`src/design/i2cm_pkg.sv`:
```
// Shared types, command codes and bus timing constants for the I2C master bit engine.
`default_nettype none

package i2cm_pkg;

    // Engine phases: idle, or a wait, a poll or a sample between two line changes
    typedef enum logic [3:0] {
        PH_IDLE      = 4'd0,
        PH_START_A   = 4'd1,
        PH_START_B   = 4'd2,
        PH_STOP_A    = 4'd3,
        PH_STOP_B    = 4'd4,
        PH_WA_A      = 4'd5,
        PH_WA_B      = 4'd6,
        PH_WA_POLL   = 4'd7,
        PH_WR_SETUP  = 4'd8,
        PH_WR_HIGH   = 4'd9,
        PH_WR_TAIL   = 4'd10,
        PH_RD_SETTLE = 4'd11,
        PH_RD_LOW    = 4'd12,
        PH_RD_HIGH   = 4'd13,
        PH_ACK_LOW   = 4'd14,
        PH_ACK_HIGH  = 4'd15
    } phase_t;

    // Command codes
    localparam logic [2:0] ACT_NONE     = 3'd0;
    localparam logic [2:0] ACT_START    = 3'd1;
    localparam logic [2:0] ACT_STOP     = 3'd2;
    localparam logic [2:0] ACT_WRITE    = 3'd3;
    localparam logic [2:0] ACT_WAIT_ACK = 3'd4;
    localparam logic [2:0] ACT_READ     = 3'd5;

    // Configuration register indexes
    localparam logic REG_TICKS_PER_US = 1'b0;
    localparam logic REG_POLL_LIMIT   = 1'b1;

    localparam logic [9:0] TICKS_PER_US_RESET = 10'd16;
    localparam logic [7:0] POLL_LIMIT_RESET   = 8'd250;

    // Bus waits in microseconds
    localparam logic [3:0] DLY_START_US  = 4'd4;
    localparam logic [3:0] DLY_BIT_US    = 4'd2;
    localparam logic [3:0] DLY_ACK_US    = 4'd1;
    localparam logic [3:0] DLY_SETTLE_US = 4'd10;

    localparam logic [3:0] BITS_PER_BYTE = 4'd8;

    // One input beat
    typedef struct packed {
        logic [2:0] action;
        logic [7:0] write_data;
        logic       ack_level;
        logic       sda_in;
    } in_beat_t;

    // One result beat
    typedef struct packed {
        logic       scl_out;
        logic       sda_out;
        logic       sda_drive;
        logic       busy_res;
        logic       done_res;
        logic [7:0] read_data;
        logic       ack_failed;
    } res_beat_t;

    // Engine state carried from tick to tick
    typedef struct packed {
        phase_t     phase;
        logic [3:0] bit_index;
        logic [7:0] shift_byte;
        logic [3:0] delay_left;
        logic [9:0] prescale_count;
        logic [7:0] poll_count;
        logic       scl;
        logic       sda;
        logic       drv;
        logic [7:0] last_read;
        logic       fail_flag;
        logic       ack_hold;
    } eng_state_t;

    localparam eng_state_t ENG_RESET = '{
        phase:          PH_IDLE,
        bit_index:      4'd0,
        shift_byte:     8'd0,
        delay_left:     4'd0,
        prescale_count: 10'd0,
        poll_count:     8'd0,
        scl:            1'b1,
        sda:            1'b1,
        drv:            1'b1,
        last_read:      8'd0,
        fail_flag:      1'b0,
        ack_hold:       1'b0
    };

endpackage

`default_nettype wire

```
`src/design/i2cm_step.sv`:
```
// Next-state and result logic for one tick of the I2C master bit engine.
`default_nettype none

module i2cm_step
    import i2cm_pkg::*;
(
    input  eng_state_t cur,
    input  in_beat_t   beat,
    input  logic [9:0] ticks_per_us,
    input  logic [7:0] poll_limit,
    output eng_state_t nxt,
    output res_beat_t  res
);

    // Arm a wait of the given length and move on to the given phase
    function automatic eng_state_t load_delay(eng_state_t s, logic [3:0] us, phase_t ph);
        eng_state_t r;
        r                = s;
        r.delay_left     = us;
        r.prescale_count = 10'd0;
        r.phase          = ph;
        return r;
    endfunction

    // Drive both lines low and enter the stop sequence
    function automatic eng_state_t begin_stop(eng_state_t s);
        eng_state_t r;
        r     = s;
        r.drv = 1'b1;
        r.scl = 1'b0;
        r.sda = 1'b0;
        return load_delay(r, DLY_START_US, PH_STOP_A);
    endfunction

    logic [10:0] prescale_inc;
    logic        done;

    assign prescale_inc = {1'b0, cur.prescale_count} + 11'd1;

    // Advance the engine by one tick
    always_comb
    begin
        nxt  = cur;
        done = 1'b0;
        case (cur.phase)
            PH_IDLE:
            begin
                case (beat.action)
                    ACT_START:
                    begin
                        nxt.scl = 1'b1;
                        nxt.sda = 1'b1;
                        nxt.drv = 1'b1;
                        nxt     = load_delay(nxt, DLY_START_US, PH_START_A);
                    end
                    ACT_STOP:
                        nxt = begin_stop(nxt);
                    ACT_WRITE:
                    begin
                        nxt.shift_byte = beat.write_data;
                        nxt.bit_index  = 4'd0;
                        nxt.drv        = 1'b1;
                        nxt.scl        = 1'b0;
                        nxt.sda        = beat.write_data[7];
                        nxt            = load_delay(nxt, DLY_BIT_US, PH_WR_SETUP);
                    end
                    ACT_WAIT_ACK:
                    begin
                        nxt.sda = 1'b1;
                        nxt.drv = 1'b0;
                        nxt     = load_delay(nxt, DLY_ACK_US, PH_WA_A);
                    end
                    ACT_READ:
                    begin
                        nxt.drv        = 1'b0;
                        nxt.ack_hold   = beat.ack_level;
                        nxt.shift_byte = 8'd0;
                        nxt.bit_index  = 4'd0;
                        nxt            = load_delay(nxt, DLY_SETTLE_US, PH_RD_SETTLE);
                    end
                    default:
                    begin
                    end
                endcase
            end

            // Poll SDA once per tick for the acknowledge
            PH_WA_POLL:
            begin
                if (!beat.sda_in)
                begin
                    nxt.scl       = 1'b0;
                    nxt.fail_flag = 1'b0;
                    nxt.phase     = PH_IDLE;
                    done          = 1'b1;
                end
                else if (cur.poll_count >= poll_limit)
                begin
                    nxt.fail_flag = 1'b1;
                    nxt           = begin_stop(nxt);
                end
                else
                begin
                    nxt.poll_count = cur.poll_count + 8'd1;
                end
            end

            // Sample one read bit while SCL is high
            PH_RD_HIGH:
            begin
                nxt.shift_byte = {cur.shift_byte[6:0], beat.sda_in};
                nxt.bit_index  = cur.bit_index + 4'd1;
                nxt.scl        = 1'b0;
                if (nxt.bit_index >= BITS_PER_BYTE)
                begin
                    nxt.last_read = nxt.shift_byte;
                    nxt.drv       = 1'b1;
                    nxt.sda       = cur.ack_hold;
                    nxt           = load_delay(nxt, DLY_BIT_US, PH_ACK_LOW);
                end
                else
                begin
                    nxt = load_delay(nxt, DLY_BIT_US, PH_RD_LOW);
                end
            end

            // Count down the current wait, then take the next step
            default:
            begin
                if (prescale_inc >= {1'b0, ticks_per_us})
                begin
                    nxt.prescale_count = 10'd0;
                    if (cur.delay_left != 4'd0)
                    begin
                        nxt.delay_left = cur.delay_left - 4'd1;
                    end
                end
                else
                begin
                    nxt.prescale_count = prescale_inc[9:0];
                end

                if (nxt.delay_left == 4'd0)
                begin
                    case (cur.phase)
                        PH_START_A:
                        begin
                            nxt.sda = 1'b0;
                            nxt     = load_delay(nxt, DLY_START_US, PH_START_B);
                        end
                        PH_START_B:
                        begin
                            nxt.scl   = 1'b0;
                            nxt.phase = PH_IDLE;
                            done      = 1'b1;
                        end
                        PH_STOP_A:
                        begin
                            nxt.scl = 1'b1;
                            nxt.sda = 1'b1;
                            nxt     = load_delay(nxt, DLY_START_US, PH_STOP_B);
                        end
                        PH_STOP_B:
                        begin
                            nxt.phase = PH_IDLE;
                            done      = 1'b1;
                        end
                        PH_WA_A:
                        begin
                            nxt.scl = 1'b1;
                            nxt     = load_delay(nxt, DLY_ACK_US, PH_WA_B);
                        end
                        PH_WA_B:
                        begin
                            nxt.poll_count = 8'd0;
                            nxt.phase      = PH_WA_POLL;
                        end
                        PH_WR_SETUP:
                        begin
                            nxt.scl = 1'b1;
                            nxt     = load_delay(nxt, DLY_BIT_US, PH_WR_HIGH);
                        end
                        PH_WR_HIGH:
                        begin
                            nxt.scl = 1'b0;
                            nxt     = load_delay(nxt, DLY_BIT_US, PH_WR_TAIL);
                        end
                        PH_WR_TAIL:
                        begin
                            nxt.shift_byte = {cur.shift_byte[6:0], 1'b0};
                            nxt.bit_index  = cur.bit_index + 4'd1;
                            if (nxt.bit_index >= BITS_PER_BYTE)
                            begin
                                nxt.phase = PH_IDLE;
                                done      = 1'b1;
                            end
                            else
                            begin
                                nxt.sda = nxt.shift_byte[7];
                                nxt     = load_delay(nxt, DLY_BIT_US, PH_WR_SETUP);
                            end
                        end
                        PH_RD_SETTLE:
                        begin
                            nxt.scl = 1'b0;
                            nxt     = load_delay(nxt, DLY_BIT_US, PH_RD_LOW);
                        end
                        PH_RD_LOW:
                        begin
                            nxt.scl   = 1'b1;
                            nxt.phase = PH_RD_HIGH;
                        end
                        PH_ACK_LOW:
                        begin
                            nxt.scl = 1'b1;
                            nxt     = load_delay(nxt, DLY_BIT_US, PH_ACK_HIGH);
                        end
                        PH_ACK_HIGH:
                        begin
                            nxt.scl   = 1'b0;
                            nxt.phase = PH_IDLE;
                            done      = 1'b1;
                        end
                        default:
                            nxt.phase = PH_IDLE;
                    endcase
                end
            end
        endcase
    end

    // Form the result beat from the updated state
    always_comb
    begin
        res.scl_out    = nxt.scl;
        res.sda_out    = nxt.sda;
        res.sda_drive  = nxt.drv;
        res.busy_res   = (nxt.phase != PH_IDLE);
        res.done_res   = done;
        res.read_data  = nxt.last_read;
        res.ack_failed = nxt.fail_flag;
    end

endmodule

`default_nettype wire

```
`src/design/i2c_master_bit_engine_core.sv`:
```
// Top level of the I2C master bit engine: input register, engine state, result register.
//
//  channel | direction | handshake        | payload
//  --------+-----------+------------------+-------------------------------------------
//  s_*     | in        | tvalid / tready  | one clock tick: command, byte, ack, SDA
//  m_*     | out       | tvalid / tready  | line levels and status after that tick
//  cfg_*   | in        | cfg_we only      | ticks per microsecond, ack poll limit
//
// Each beat is held in the input register; the step logic then updates the
// engine state and loads the result register in the same edge, so one beat per cycle
// flows through while m_tready does not stall. Reset brings the engine to idle with
// SCL and SDA high and driven. A stalled m_tready holds the result register and then
// the input register; s_tready drops only when both are full.
`default_nettype none

module i2c_master_bit_engine_core
    import i2cm_pkg::*;
(
    input  wire logic        clk,
    input  wire logic        rst_n,
    input  wire logic        s_tvalid,
    output      logic        s_tready,
    // [2:0] action, [10:3] write_data, [11] ack_level, [12] sda_in, [15:13] zero
    input  wire logic [15:0] s_tdata,
    output      logic        m_tvalid,
    input  wire logic        m_tready,
    // [0] scl_out, [1] sda_out, [2] sda_drive, [3] busy_res, [4] done_res,
    // [12:5] read_data, [13] ack_failed, [15:14] zero
    output      logic [15:0] m_tdata,
    input  wire logic        cfg_we,
    input  wire logic        cfg_index,
    input  wire logic [9:0]  cfg_data
);

    logic       in_valid_reg;
    in_beat_t   in_beat_reg;
    logic       out_valid_reg;
    res_beat_t  out_beat_reg;
    eng_state_t state_reg;
    eng_state_t state_next;
    res_beat_t  res_next;
    logic [9:0] ticks_per_us_reg;
    logic [7:0] poll_limit_reg;
    logic       advance;
    in_beat_t   s_beat;

    // Unpack the input beat
    assign s_beat.action     = s_tdata[2:0];
    assign s_beat.write_data = s_tdata[10:3];
    assign s_beat.ack_level  = s_tdata[11];
    assign s_beat.sda_in     = s_tdata[12];

    // Process the held beat whenever the result register is free or draining
    assign advance  = in_valid_reg && (!out_valid_reg || m_tready);
    assign s_tready = !in_valid_reg || advance;

    // Configuration registers
    always_ff @(posedge clk or negedge rst_n)
    begin
        if (!rst_n)
        begin
            ticks_per_us_reg <= TICKS_PER_US_RESET;
            poll_limit_reg   <= POLL_LIMIT_RESET;
        end
        else if (cfg_we)
        begin
            case (cfg_index)
                REG_TICKS_PER_US: ticks_per_us_reg <= cfg_data;
                REG_POLL_LIMIT:   poll_limit_reg   <= cfg_data[7:0];
                default:
                begin
                end
            endcase
        end
    end

    // Input register
    always_ff @(posedge clk or negedge rst_n)
    begin
        if (!rst_n)
        begin
            in_valid_reg <= 1'b0;
        end
        else if (s_tready)
        begin
            in_valid_reg <= s_tvalid;
        end
    end

    always_ff @(posedge clk)
    begin
        if (s_tready && s_tvalid)
        begin
            in_beat_reg <= s_beat;
        end
    end

    i2cm_step u_step (
        .cur          (state_reg),
        .beat         (in_beat_reg),
        .ticks_per_us (ticks_per_us_reg),
        .poll_limit   (poll_limit_reg),
        .nxt          (state_next),
        .res          (res_next)
    );

    // Engine state: advance once per processed beat
    always_ff @(posedge clk or negedge rst_n)
    begin
        if (!rst_n)
        begin
            state_reg <= ENG_RESET;
        end
        else if (advance)
        begin
            state_reg <= state_next;
        end
    end

    // Result register
    always_ff @(posedge clk or negedge rst_n)
    begin
        if (!rst_n)
        begin
            out_valid_reg <= 1'b0;
        end
        else if (advance)
        begin
            out_valid_reg <= 1'b1;
        end
        else if (m_tready)
        begin
            out_valid_reg <= 1'b0;
        end
    end

    always_ff @(posedge clk)
    begin
        if (advance)
        begin
            out_beat_reg <= res_next;
        end
    end

    // Pack the result beat
    assign m_tvalid = out_valid_reg;
    assign m_tdata  = {2'b00, out_beat_reg.ack_failed, out_beat_reg.read_data,
                       out_beat_reg.done_res, out_beat_reg.busy_res,
                       out_beat_reg.sda_drive, out_beat_reg.sda_out,
                       out_beat_reg.scl_out};

    // A completed command always leaves the engine idle
    assert property (@(posedge clk) disable iff (!rst_n)
        out_valid_reg && out_beat_reg.done_res |-> !out_beat_reg.busy_res)
        else $error("done reported while still busy");

    // Poll and sample phases are only entered with an expired wait
    assert property (@(posedge clk) disable iff (!rst_n)
        (state_reg.phase == PH_WA_POLL || state_reg.phase == PH_RD_HIGH)
            |-> state_reg.delay_left == 4'd0)
        else $error("poll phase entered with a wait pending");

    // Bit counter never runs past one byte
    assert property (@(posedge clk) disable iff (!rst_n)
        state_reg.bit_index <= BITS_PER_BYTE)
        else $error("bit index beyond one byte");

    // Failure flag is raised only out of the acknowledge poll
    assert property (@(posedge clk) disable iff (!rst_n)
        $rose(state_reg.fail_flag) |-> $past(state_reg.phase) == PH_WA_POLL)
        else $error("ack failure raised outside the poll phase");

    // State moves only when a beat is processed
    assert property (@(posedge clk) disable iff (!rst_n)
        !$past(advance) |-> $stable(state_reg))
        else $error("engine state changed without a beat");

endmodule

`default_nettype wire
```
`config.mk`:
```
export PLATFORM = sky130hd
export DESIGN_NAME = i2c_master_bit_engine_core
export DESIGN_NICKNAME = d
export VERILOG_FILES = /design/src/design/i2cm_pkg.sv /design/src/design/i2cm_step.sv /design/src/design/i2c_master_bit_engine_core.sv
export SDC_FILE = /design/constraint.sdc
export NUM_CORES = 1
export LEC_CHECK = 0
export ABC_AREA = 1
export BUFFER_PORTS_ARGS = -buffer_cell sky130_fd_sc_hd__clkbuf_2
export CAP_MARGIN = 15
export CORE_ASPECT_RATIO = 2
export CORE_MARGIN = 5
export CORE_UTILIZATION = 35
export CTS_CLUSTER_SIZE = 20
export DETAILED_ROUTE_END_ITERATION = 12
export PLACE_DENSITY = 0.6
export SLEW_MARGIN = 0
export SYNTH_ARGS = -nofsm -noshare
export SYNTH_HDL_FRONTEND = slang
export SYNTH_HIERARCHICAL = 1
export SYNTH_SLANG_ARGS = --single-unit
```
`constraint.sdc`:
```
create_clock -name clk -period 4.4 [get_ports clk]
set_clock_uncertainty 0.15 [all_clocks]
set_input_delay 0.44 -clock clk [delete_from_list [all_inputs] [get_ports clk]]
set_output_delay 0.44 -clock clk [all_outputs]
set_load 0.02 [all_outputs]
```
# Word-level counts from Yosys, hierarchy flattened
# Index checks and enable logic that the tools add are counted.
[word_totals] regBits=97 latch_bits=0 ram_bits=0 romBits=0 in_bits=32 output_inout_bits=18 wordCells=133 n_memories=0
[classes] addsub=4 n_mul=0 div_mod_pow=0 order_cmp=3 n_eq_ne=32 shift=0 mux=31 bitwise=8 reduce_logical=28
[ops] op="$pmux W51 S5" n=1
[ops] op="$pmux W51 S3" n=1
[ops] op="$pmux W26 S4" n=1
[ops] op="$mux W51" n=1
[ops] op="$mux W49" n=1
[ops] op="$pmux W4 S10" n=1
[ops] op="$pmux W12 S3" n=1
[ops] op="$mux W35" n=1
[ops] op="$mux W34" n=1
[ops] op="$eq A4 B4 Y1 const B" n=8
[ops] op="$mux W30" n=1
[ops] op="$mux W10" n=2
[ops] op="$mux W4" n=5
[ops] op="$eq A4 B3 Y1 const B" n=4
[ops] op="$pmux W8 S2" n=1
[ops] op="$mux W13" n=1
[ops] op="$ne A2 B2 Y1 const B" n=6
[ops] op="$add A10 B1 Y11 const B" n=1
[ops] op="$ge A11 B10 Y1" n=1
[ops] op="$reduce_and A11 Y1" n=1
[ops] op="$reduce_and A9 Y1" n=1
[ops] op="$add A8 B1 Y8 const B" n=1
[ops] op="$eq A4 B2 Y1 const B" n=2
[ops] op="$ge A8 B8 Y1" n=1
[ops] op="30 further kinds" n=61

# Logic depth before layout (Yosys ltp)
[logic_depth] word_depth=9 depth_mapped=26 ltp_nobuf=25

# Modules after synthesis
# Netlist, hierarchy kept.
[modules_own_cells] module="i2c_master_bit_engine_core" n_inst=1 cells_each=330 area_each_um2=3719.8 seq_area_each_um2=2600.0
[modules_own_cells] module="i2cm_step" n_inst=1 cells_each=543 area_each_um2=2872.8 seq_area_each_um2=0.0

# Worst setup path after synthesis
# OpenSTA, ideal clock, no wires.
[synth_timing] kind="flip-flop to flip-flop" start="register state_reg[23] (netlist name)" end="register out_beat_reg, in the netlist m_tdata[1] (data pin)" setup_ns=0.251 t_arrival_ns=2.969 t_required_ns=3.999 setup_slack_ns=1.030 stages_incl_launch_ff=25 path_buffers=2 period_less_slack_ns=3.370 cell_sequence="dfrtp_1 -> nand2_1 -> nor2_1 -> nand2_1 -> nor3b_1 -> nand3_1 -> xor2_1 -> inv_1 -> ha_1 -> a21oi_1 -> nand2_1 -> nor2_1 -> nand2_4 -> nand2_4 -> nand2_1 -> nand2_1 -> nor2_4 -> nand2_2 -> buf_6 -> clkinv_4 -> nand2_1 -> o21ai_0 -> nand2_1 -> nand2_1 -> buf_4"
[synth_lines] element="start: declaration" line="i2c_master_bit_engine_core.sv:39" source="eng_state_t state_reg;"
[synth_lines] element="start signal: assignment" line="i2c_master_bit_engine_core.sv:116" source="state_reg <= state_next;"
[synth_lines] element="end signal: assignment" line="i2c_master_bit_engine_core.sv:141" source="out_beat_reg <= res_next;"
[synth_lines] element="end: declaration" line="i2c_master_bit_engine_core.sv:38" source="res_beat_t out_beat_reg;"

# Worst setup path in the final report
[layout_timing] start="register state_reg[23] (netlist name)" end="register state_reg[36] (netlist name)"
[layout_between] elab_chain_cells=7
[layout_lines] element="$add A10 B1 Y11" line="i2cm_step.sv:38" source="assign prescale_inc = {1'b0, cur.prescale_count} + 11'd1;"
[layout_lines] element="$ge A11 B10 Y1" line="i2cm_step.sv:130" source="if (prescale_inc >= {1'b0, ticks_per_us})"
[layout_lines] element="$mux W4" line="i2cm_step.sv:130"
[layout_lines] element="$mux W4" line="i2cm_step.sv:45" source="case (cur.phase)"
[layout_lines] element="$logic_not A4 Y1" line="i2cm_step.sv:143" source="if (nxt.delay_left == 4'd0)"
[layout_lines] element="$reduce_bool A3 Y1 (no source line)"
[layout_lines] element="$reduce_and A11 Y1 (no source line)"
# Every way passes these cells. The select of a mux whose other input is x is not followed.
# A chain may end at the register's enable or synchronous reset.

==> key figures <==
STA
  – Rel. slew slack: 0.461
  – Max-slew violation count: 0
  – Crit share post-route: 0.889
  – Fin crit period: 3910 ps
  – Worst slew pin tran: 806 ps
  – Hold Violations, Final: 0
  – Setup TNS: 0 ps
  – FMAX: 256 MHz
  – RSZ-0062 raised after global routing: false
  – Final setup fails: 0

Clock network
  – Clock transition at path regs: 70 ps
  – CTS sink cnt: 97
  – Root buffer cell: clkbuf_16
  – H-tree levels: 3
  – Clk_lat worst skew: 360 ps
  – Post-CTS sizing: 0
  – CTS Buffer Depth: 2
  – TritonCTS clock tree: done
  – Total CTS buffers: 9

Synth
  – Post-synthesis cell area: 0.00653 sq mm
  – Synth Warn #: 6
  – Syn avg cell area: 7.56 sq um
  – Post-Syn Instances: 864

Die
  – Die Y: 203 um
  – Initial core utilization: 0.357
  – Die X: 107 um
  – Row cnt: 70
  – IO Count: 50
  – DIE AREA: 0.0217 sq mm
  – Core Area: 0.0183 sq mm

Route
  – Drt drc: 0
  – Routed vias: 5833
  – Drt wl/cell: 16.2 um
  – Final WL: 17.9 mm
  – DR vias/cell: 5.28
  – Initial DRT Pass Iterations: 5
  – DRC marker count from the first detailed-route iteration: 290
  – ANT nets after route: 0

Status
  – Status: finished clean

Setup path
  – Setup crit end kind: register
  – Worst setup SP type: register
  – Critical Path Start: state_reg[23]
  – Crit-path max FO: 9
  – Req. time, crit path: 4540 ps
  – Reg-to-Reg Start: state_reg[23]
  – Critical path class: register to register
  – Data arrival time of the worst path: 4050 ps

Global route
  – Tot GR Track Use: 0.171
  – Initial antenna violation count: 0
  – Most crowded layer after global routing: met2
  – M2 GR Usage: 0.337
  – Largest net degree at the start of global routing: 53
  – First-pass GRT wire length: 29.4 mm
  – Met3 Use GR: 0.0212
  – Met1 Track Usage GR: 0.171
  – Grt ovf: 0
  – Number of global-route vias before repair: 5779

Placed design
  – Inst Count DP: 1088
  – IO Port Bufs: 44
  – Detailed Place HPWL: 13.1 mm
  – Gpl congestion: 0.933

Finish
  – Antenna cells: 0
  – Most frequent cells in the layout: nand2_1, nand3_1, inv_1, dfrtp_1, nor2_1
  – Max FFs per register: 50
  – Share of cells above drive strength 1: 0.130
  – Final Non-Filler Cells: 1105
  – Area growth syn-to-layout: 8.07%
  – Nets@finish: 940
  – Most common cell after layout, fill and taps aside: nand2_1

Power and ir drop
  – VDD IR max: 0.242 mV
  – P_leak: 0.00343 uW
  – Final total power: 3620 uW
  – Pwr per Cell Area: 514 mW/mm^2

Run
  – Max Cap Violations: 0

Hold path
  – HP Class: input pin to register
  – Hold Path Origin: s_tdata[12]
-- critical path, cell delays in order, from the launching register on --
cell and delay (ps):
dfrtp_1 480, nand2_1 110, nor2_1 110, nand2_1 100, nor3b_1 350, nand3_1 140
xor2_1 150, inv_1 70, ha_1 290, a21oi_1 230, nand2_1 90, nor2_1 170
nand2_4 110, nand3_1 90, nand2_2 80, nor2_4 180, nand2_2 180, nor2_2 160
buf_4 190, o21ai_0 90, o21bai_1 160, nand3_1 80, nand2_1 100
-- report_power, final --
| group | switching (uW) | internal, uW | leakage [uW] |
|---|---|---|---|
| combinational | 1090 | 491 | 0.00214 |
| sequential | 180 | 1120 | 0.00117 |
| clock | 354 | 388 | 0.000124 |
-- repair_timing --
action / in CTS / in global routing
endpoints found under the hold margin: 34 / 0
hold buffers: 1 / 0
buffers inserted: 0 / 0
-- routing by layer --
layer  vias up  wire, um
met5         -         0
met4         0       753
met3        52       570
met2       143     10100
met1      2751      6500
li1       2887         -
-- stage by stage --
stage | hold slack [ps] | setup slack [ps] | utilization | area [sq um]
finish | 106 | 488 | 0.386 | 7060
global route | 97.5 | 114 | 0.386 | 7060
CTS | 94.1 | 468 | 0.386 | 7060
detailed placement | 307 | 491 | 0.370 | 6780
global placement | 299 | 516 | 0.370 | 6780
floorplan | -5.59 | 1030 | - | 6530
-- final cells by class --
| class | count | area (sq um) |
|---|---|---|
| multi-input cells | 619 | 3260 |
| clock buffers | 13 | 240 |
| fillers | 1913 | 11200 |
| clock inverters | 3 | 25.0 |
| repair buffers | 53 | 293 |
| well taps | 216 | 270 |
| flip-flops and latches | 97 | 2580 |
| inverters | 104 | 395 |
-- path summary, 6_finish.rpt --
kind	end	cells past startpoint	slack (ps)
max	state_reg[36]	22	490
max in group asynchronous	in_valid_reg	3	2730
min	in_beat_reg[0]	1	110
min reg2reg	state_reg[3]	2	320
min in group asynchronous	ticks_per_us_reg[9]	2	470
max reg2reg	state_reg[36]	22	490
No activity file was read; power rests on OpenSTA's default activity.
